==> src/hdl/vweb_pkg.sv <==
// ----------------------------------------------------------------------------
// vweb_pkg
// Shared types and constants of the vertex weld and edge builder.
// ----------------------------------------------------------------------------
package vweb_pkg;

    localparam int MAX_VERTICES_DEF = 1024;
    localparam int MAX_EDGES_DEF    = 1024;
    localparam int COORD_WIDTH_DEF  = 32;

    // Width of one coordinate on the input stream, and of reported indexes.
    localparam int IN_COORD_W = 32;
    localparam int IDX_W      = 10;
    localparam int TAG_W      = 3;

    // Boundary tags of an edge, in priority order.
    localparam logic [TAG_W-1:0] TAG_NONE = 3'd0;
    localparam logic [TAG_W-1:0] TAG_X0   = 3'd1;
    localparam logic [TAG_W-1:0] TAG_X1   = 3'd2;
    localparam logic [TAG_W-1:0] TAG_Y0   = 3'd3;
    localparam logic [TAG_W-1:0] TAG_Y1   = 3'd4;
    localparam logic [TAG_W-1:0] TAG_Z0   = 3'd5;
    localparam logic [TAG_W-1:0] TAG_Z1   = 3'd6;

    typedef enum logic [1:0] {
        ST_IDLE,
        ST_SCAN,
        ST_FINISH
    } t_lkp_state;

    // Hand-off from the lookup to the edge unit when an item completes.
    typedef struct packed {
        logic fire;      // item completes this cycle
        logic is_break;  // item was a break marker
        logic is_new;    // point was inserted as a new vertex
        logic vfull;     // point matched nothing and the store is full
    } t_commit;

    typedef struct packed {
        logic             vertex_valid;
        logic [IDX_W-1:0] vertex_index;
        logic             vertex_is_new;
        logic             edge_valid;
        logic [IDX_W-1:0] edge_index;
        logic [IDX_W-1:0] edge_from;
        logic [IDX_W-1:0] edge_to;
        logic [TAG_W-1:0] edge_tag;
        logic             store_full;
    } t_result;

endpackage

==> src/hdl/vweb_edge_unit.sv <==
// ----------------------------------------------------------------------------
// vweb_edge_unit
// Chain state, edge numbering and boundary tagging; builds the result word.
// ----------------------------------------------------------------------------
module vweb_edge_unit #(
    parameter int MAX_V = 1024,
    parameter int MAX_E = 1024,
    parameter int CW    = 32
) (
    input  logic                     i_clk,
    input  logic                     i_rst_n,
    input  vweb_pkg::t_commit        i_commit,
    input  logic [$clog2(MAX_V)-1:0] i_idx,
    input  logic [3*CW-1:0]          i_key,
    output vweb_pkg::t_result        o_result
);
    import vweb_pkg::*;

    localparam int AW     = $clog2(MAX_V);
    localparam int ECNT_W = $clog2(MAX_E + 1);
    localparam logic [CW-1:0] ZERO = '0;
    localparam logic [CW-1:0] ONE  = CW'(1) << (CW - 2);

    logic              r_prev_valid;
    logic [AW-1:0]     r_prev_idx;
    logic [3*CW-1:0]   r_prev_key;
    logic [ECNT_W-1:0] r_ecnt;

    logic              pt;
    logic              efull;
    logic              edge_ok;
    logic [TAG_W-1:0]  tag;
    logic [CW-1:0]     px, py, pz, cx, cy, cz;
    t_result           res;

    assign px = r_prev_key[CW-1:0];
    assign py = r_prev_key[2*CW-1:CW];
    assign pz = r_prev_key[3*CW-1:2*CW];
    assign cx = i_key[CW-1:0];
    assign cy = i_key[2*CW-1:CW];
    assign cz = i_key[3*CW-1:2*CW];

    // First face, in tag order, on which both endpoints lie.
    always_comb begin
        if (px == ZERO && cx == ZERO) begin
            tag = TAG_X0;
        end else if (px == ONE && cx == ONE) begin
            tag = TAG_X1;
        end else if (py == ZERO && cy == ZERO) begin
            tag = TAG_Y0;
        end else if (py == ONE && cy == ONE) begin
            tag = TAG_Y1;
        end else if (pz == ZERO && cz == ZERO) begin
            tag = TAG_Z0;
        end else if (pz == ONE && cz == ONE) begin
            tag = TAG_Z1;
        end else begin
            tag = TAG_NONE;
        end
    end

    always_comb begin
        pt      = !i_commit.is_break && !i_commit.vfull;
        efull   = (r_ecnt == ECNT_W'(MAX_E));
        edge_ok = pt && r_prev_valid && !efull;

        res = '0;
        res.vertex_valid  = pt;
        res.vertex_is_new = pt && i_commit.is_new;
        res.store_full    = i_commit.vfull || (pt && r_prev_valid && efull);
        if (pt) begin
            res.vertex_index = IDX_W'(i_idx);
        end
        if (edge_ok) begin
            res.edge_valid = 1'b1;
            res.edge_index = IDX_W'(r_ecnt);
            res.edge_from  = IDX_W'(r_prev_idx);
            res.edge_to    = IDX_W'(i_idx);
            res.edge_tag   = tag;
        end
    end

    always_ff @(posedge i_clk) begin
        if (!i_rst_n) begin
            r_prev_valid <= 1'b0;
            r_prev_idx   <= '0;
            r_ecnt       <= '0;
        end else if (i_commit.fire) begin
            if (i_commit.is_break) begin
                r_prev_valid <= 1'b0;
            end else if (pt) begin
                r_prev_valid <= 1'b1;
                r_prev_idx   <= i_idx;
            end
            if (edge_ok) begin
                r_ecnt <= r_ecnt + ECNT_W'(1);
            end
        end
    end

    always_ff @(posedge i_clk) begin
        if (i_commit.fire && pt) begin
            r_prev_key <= i_key;
        end
    end

    assign o_result = res;

    a_ecnt_bound: assert property (@(posedge i_clk) disable iff (!i_rst_n)
        r_ecnt <= ECNT_W'(MAX_E))
        else $error("edge count beyond its limit");

    a_chain_open: assert property (@(posedge i_clk) disable iff (!i_rst_n)
        (i_commit.fire && pt) |=> r_prev_valid)
        else $error("a stored point did not open the chain");

endmodule

==> config.mk <==
export PLATFORM = sky130hd
export DESIGN_NAME = vweb_edge_unit
export DESIGN_NICKNAME = d
export VERILOG_FILES = /design/src/hdl/vweb_pkg.sv /design/src/hdl/vweb_edge_unit.sv
export SDC_FILE = /design/constraint.sdc
export NUM_CORES = 1
export LEC_CHECK = 0
export BUFFER_PORTS_ARGS = -buffer_cell sky130_fd_sc_hd__buf_2
export CAP_MARGIN = 15
export CELL_PAD_IN_SITES_DETAIL_PLACEMENT = 1
export CELL_PAD_IN_SITES_GLOBAL_PLACEMENT = 2
export CORE_AREA = 10 10 129 131
export CTS_BUF_LIST = sky130_fd_sc_hd__clkbuf_4 sky130_fd_sc_hd__clkbuf_8
export DETAILED_ROUTE_END_ITERATION = 7
export DIE_AREA = 0 0 139 141
export GPL_TIMING_DRIVEN = 0
export PLACE_DENSITY_LB_ADDON = 0.1
export SYNTH_ARGS = -nofsm -noshare
export SYNTH_HDL_FRONTEND = slang
export SYNTH_SLANG_ARGS = --single-unit
export TNS_END_PERCENT = 1
==> constraint.sdc <==
create_clock -name i_clk -period 5.8 [get_ports i_clk]
set_clock_uncertainty 0.15 [all_clocks]
set_input_delay 0.58 -clock i_clk [delete_from_list [all_inputs] [get_ports i_clk]]
set_output_delay 0.58 -clock i_clk [all_outputs]
set_load 0.02 [all_outputs]
Word level (Yosys, flattened, before mapping)
Cells that the tools add are included.
- $add $sub $neg: 1
- multipliers: 0
- divide/modulo/power cells: 0
- order comparisons: 0
- equal/unequal tests: 7
- shift operators: 0
- muxes and demuxes: 10
- bitwise operators: 1
- reductions and logical operators: 26
- operators with widths (kind ; count):
    equality test 32 x 31 -> 1 bit, second input constant ; 6
    zero test 32 bit ; 6
    two-way mux 34 bit ; 1
    two-way mux 3 bit ; 6
    logical AND 1 bit ; 12
    adder 11 x 1 -> 11 bit, second input constant ; 1
    equality test 11 bit, second input constant ; 1
    two-way mux 10 bit ; 1
    AND reduction 2 bit ; 2
    zero test 1 bit ; 3
    AND reduction 3 bit ; 1
    two-way mux 1 bit ; 2
    nonzero test 2 bit ; 1
    logical OR 1 bit ; 1
    NOT 1 bit ; 1
- flip-flop bits (word level): 118
- bits in latches: 0
- RAM bits: 0
- ROM bits: 0
- input bits: 112
- output and inout bits: 47
- logic and storage cells: 49
- memories kept: 0

Longest topological paths before layout
- depth in word-level cells: 9
- mapped depth: 8
- depth with buffers taken out: 8

Worst setup path before layout
Ideal clock, no wire load.
- kind: in2reg
- start point: input port i_commit[3] (netlist bit)
- end point: register r_prev_key[0] (enable)
- setup time: 0.499 ns
- arrival time: 3.784 ns
- data required time: 5.151 ns
- path slack: 1.367 ns
- stages: 4
- path buffers: 2
- path through: clkbuf_1 > nand2_1 > inv_1 > clkbuf_1
- cells in the longest elaborated chain, start to end: 1
- ends and longest elaborated chain (what ; RTL line ; text):
    from (decl) ; vweb_edge_unit.sv:12 ; input vweb_pkg::t_commit i_commit,
    logical AND 1 bit ; vweb_edge_unit.sv:102 ; if (i_commit.fire && pt) begin
    to (signal assigned) ; vweb_edge_unit.sv:103 ; r_prev_key <= i_key;
    to (decl) ; vweb_edge_unit.sv:26 ; logic [3*CW-1:0] r_prev_key;
No other way between the ends.
A chain may end at the register's enable or synchronous reset.

==> impl_metrics.toml <==
[logic_synthesis]
netlist.area_leader.share_pct = 61.8
postSynthNetCount = 456
asyncSetResetFlopFracSynth_pct = 0
flip_flop_and_latch_count_after_synthesis = 118
synth-edff-count = 96
synth_sequential_area_ratio_pct = 71.2
avgSynthCellArea_um2 = 13.6
yosys.area.top_type = "sky130_fd_sc_hd__edfxtp_1"
syn_inst = 342
yosys-top-cells-area = "sky130_fd_sc_hd__edfxtp_1, sky130_fd_sc_hd__dfxtp_1, sky130_fd_sc_hd__nor4_1"
synth_area_mm2 = 0.00467
post_synth_num_cell_types = 34
yosys_warnings = 0
synth-main-ff-cell = "sky130_fd_sc_hd__edfxtp_1"

[placed_design]
dp_hpwl_um = 10000
postPlaceCellArea_mm2 = 0.00571
numPortBuffers = 157
place_congestion = 0.746

[critical_path]
required_ns = 5.07
startpoint_to_endpoint_class_of_the_critical_path = "flop to output pin"
critPathLaunchType = "flop"
critical_path_peak_fanout = 3
worst-endpoint-arrival_ns = 2.73
crit_path_end_kind = "output pin"

[sta]
fmax_ghz = 0.289
setup_violations = 0
period_share_pct = 59.6
finalMaxSlewViolations = 0
timing.max_slew.rel_slack_pct = 56.1
final_period_minus_worst_setup_slack_ns = 3.46
worst-slew-pin-transition_ns = 0.658
final-hold-violation-count = 0
fin_setup_tns_ns = 0
unrepaired_setup_endpoints_after_global_routing = "false"

[routing]
post-route-drc-count = 0
drt-pass1-iter-count = 4
drt.antenna.violating_nets = 0
wirelength_um = 13200
avgRoutedWirePerCell_um = 18.4
vias_per_cell = 4.84
drtIter0Drc = 206
num_vias = 3469

[global_routing]
grt_pass1_vias = 3977
initial_antenna_violation_count = 0
globalRoute.totalOverflow = 0
groute.usage.overall_pct = 13.4
wire_length_of_the_first_global_routing_pass_um = 20900
grt_max_degree = 62

[flow_run]
maxCapViolCount = 0

[clock_tree]
cts.hold.buffers_added = 0
cts.path.max_buffers = 2
postCtsResizedCells = 0
clkSinkCount = 118
cts_made_buffers = 17
cts_tree = "done"
path_clk_slew_ns = 0.08
clock-root-buffer = "sky130_fd_sc_hd__clkbuf_8"
cts-htree-levels = 4
clk-insertion-delay-late_ns = 0.43
post_cts.repair.setup_buffers = 0

[floorplanning]
fp-row-count = 44
die_y_um = 141
start_util_pct = 32.8
design.die.area_mm2 = 0.0196
ioPinCount = 159
placeableCoreArea_mm2 = 0.0142
chipWidth_um = 139

[final_layout]
layout.cells.most_common = "sky130_fd_sc_hd__buf_2"
final_net_count = 633
syn2layout_area_growth_pct = 31.6
drive_above_1_share_pct = 37.0
final_area_mm2 = 0.00614
leading_cell_types_in_the_layout_fill_and_taps_excluded = "sky130_fd_sc_hd__buf_2, sky130_fd_sc_hd__edfxtp_1, sky130_fd_sc_hd__nor4_1"
num-fill-cells = 1581
n_antenna_cell = 0

[power]
power_leakage_nw = 2.35
totalPowerFinal_mw = 1.87
max_ir_drop_vdd_mv = 0.103
power-per-cell-area_mw_per_mm2 = 305

[min_path]
timing.hold.worst.class = "input pin to flop"

[status]
outcome = "completed"
[cells by family after synthesis]
group / Yosys count / share of synthesized area (%)
AOI/OAI and AO/OA: 27 / 4.32
xor gates and xnor gates: 6 / 1.13
buffers and inverters: 17 / 1.61
DFF: 118 / 71.2
and+or+nand+nor: 172 / 21.2
adders and majority gates: 2 / 0.536
[report_power, final]
part	leakage [nW]	switching, mW	internal [mW]
clock network	0.210	0.334	0.475
logic	1.08	0.0573	0.0428
registers	1.06	0.0109	0.954
total	2.35	0.403	1.47
[synth_stat cells, types with 2 or more instances]
cell type                  count
sky130_fd_sc_hd__a21boi_0     11
sky130_fd_sc_hd__and2_1       46
sky130_fd_sc_hd__nand4_1      14
sky130_fd_sc_hd__a21boi_1      5
sky130_fd_sc_hd__nor2_1       10
sky130_fd_sc_hd__o21ai_0       5
sky130_fd_sc_hd__nor4_1       47
sky130_fd_sc_hd__dfxtp_1      22
sky130_fd_sc_hd__or3_1         4
sky130_fd_sc_hd__clkbuf_1      8
sky130_fd_sc_hd__buf_4         3
sky130_fd_sc_hd__nand2_1      30
sky130_fd_sc_hd__inv_1         6
sky130_fd_sc_hd__and3_1        2
sky130_fd_sc_hd__nand3_1       7
sky130_fd_sc_hd__xnor2_1       3
sky130_fd_sc_hd__nor4b_1       2
sky130_fd_sc_hd__edfxtp_1     96
sky130_fd_sc_hd__xor2_1        3
sky130_fd_sc_hd__nand2b_1      3
sky130_fd_sc_hd__ha_1          2
[path summary, 6_finish.rpt]
check	from	endpoint	slack, ns	cells after the start
max	r_prev_key[61]	o_result[1]	2.34	7
min	i_key[29]	r_prev_key[29]	0.18	1
max reg2reg	r_ecnt[0]	r_ecnt[8]	3.45	7
min reg2reg	r_prev_idx[1]	r_prev_idx[1]	0.31	2
[state kept, by name, indices dropped and copies added, names as in the netlist]
name          cells
r_prev_idx       10
r_ecnt           11
r_prev_valid      1
r_prev_key       96
[cell type report]
class | instances | area (µm²) | share of cell area, %
clock buffer | 19 | 249 | 4.05
inverter | 6 | 22.5 | 0.367
buffer | 11 | 56.3 | 0.917
timing repair buffer | 158 | 813 | 13.2
tap | 184 | 230 | 3.75
sequential | 118 | 3320 | 54.1
multi-input combinational | 207 | 1270 | 20.6
clock inverter | 13 | 179 | 2.91
[stage by stage]
stage / hold slack (ns) / std cells / setup slack [ns] / util, %
final: 0.184 / 716 / 2.34 / 43.2
after global routing: 0.146 / 716 / 2.15 / 43.2
after CTS: 0.152 / 716 / 2.29 / 43.2
after detailed placement: 0.307 / 684 / 2.53 / 40.2
after global placement: 0.298 / 683 / 0.0202 / 40.0
after floorplan: 0.289 / 342 / 1.37 / -
[per-layer routing]
metal / up-vias / routed length (µm) / track usage [%]
met3: 10 / 929 / 6.35
met4: 0 / 96 / 4.45
met1: 1690 / 6030 / 15.9
li1: 1659 / - / -
met2: 110 / 6110 / 20.9
met5: - / 0 / 0
[critical path: stages (launching register included)]
cell                       delay, ns
sky130_fd_sc_hd__edfxtp_1       0.37
sky130_fd_sc_hd__nor4_1         0.46
sky130_fd_sc_hd__nand4_1        0.19
sky130_fd_sc_hd__or4_4          0.48
sky130_fd_sc_hd__or3_4          0.36
sky130_fd_sc_hd__a21boi_1       0.13
sky130_fd_sc_hd__o21a_1         0.13
sky130_fd_sc_hd__buf_2          0.17
Note: power is estimated with default switching activity, not from simulation.
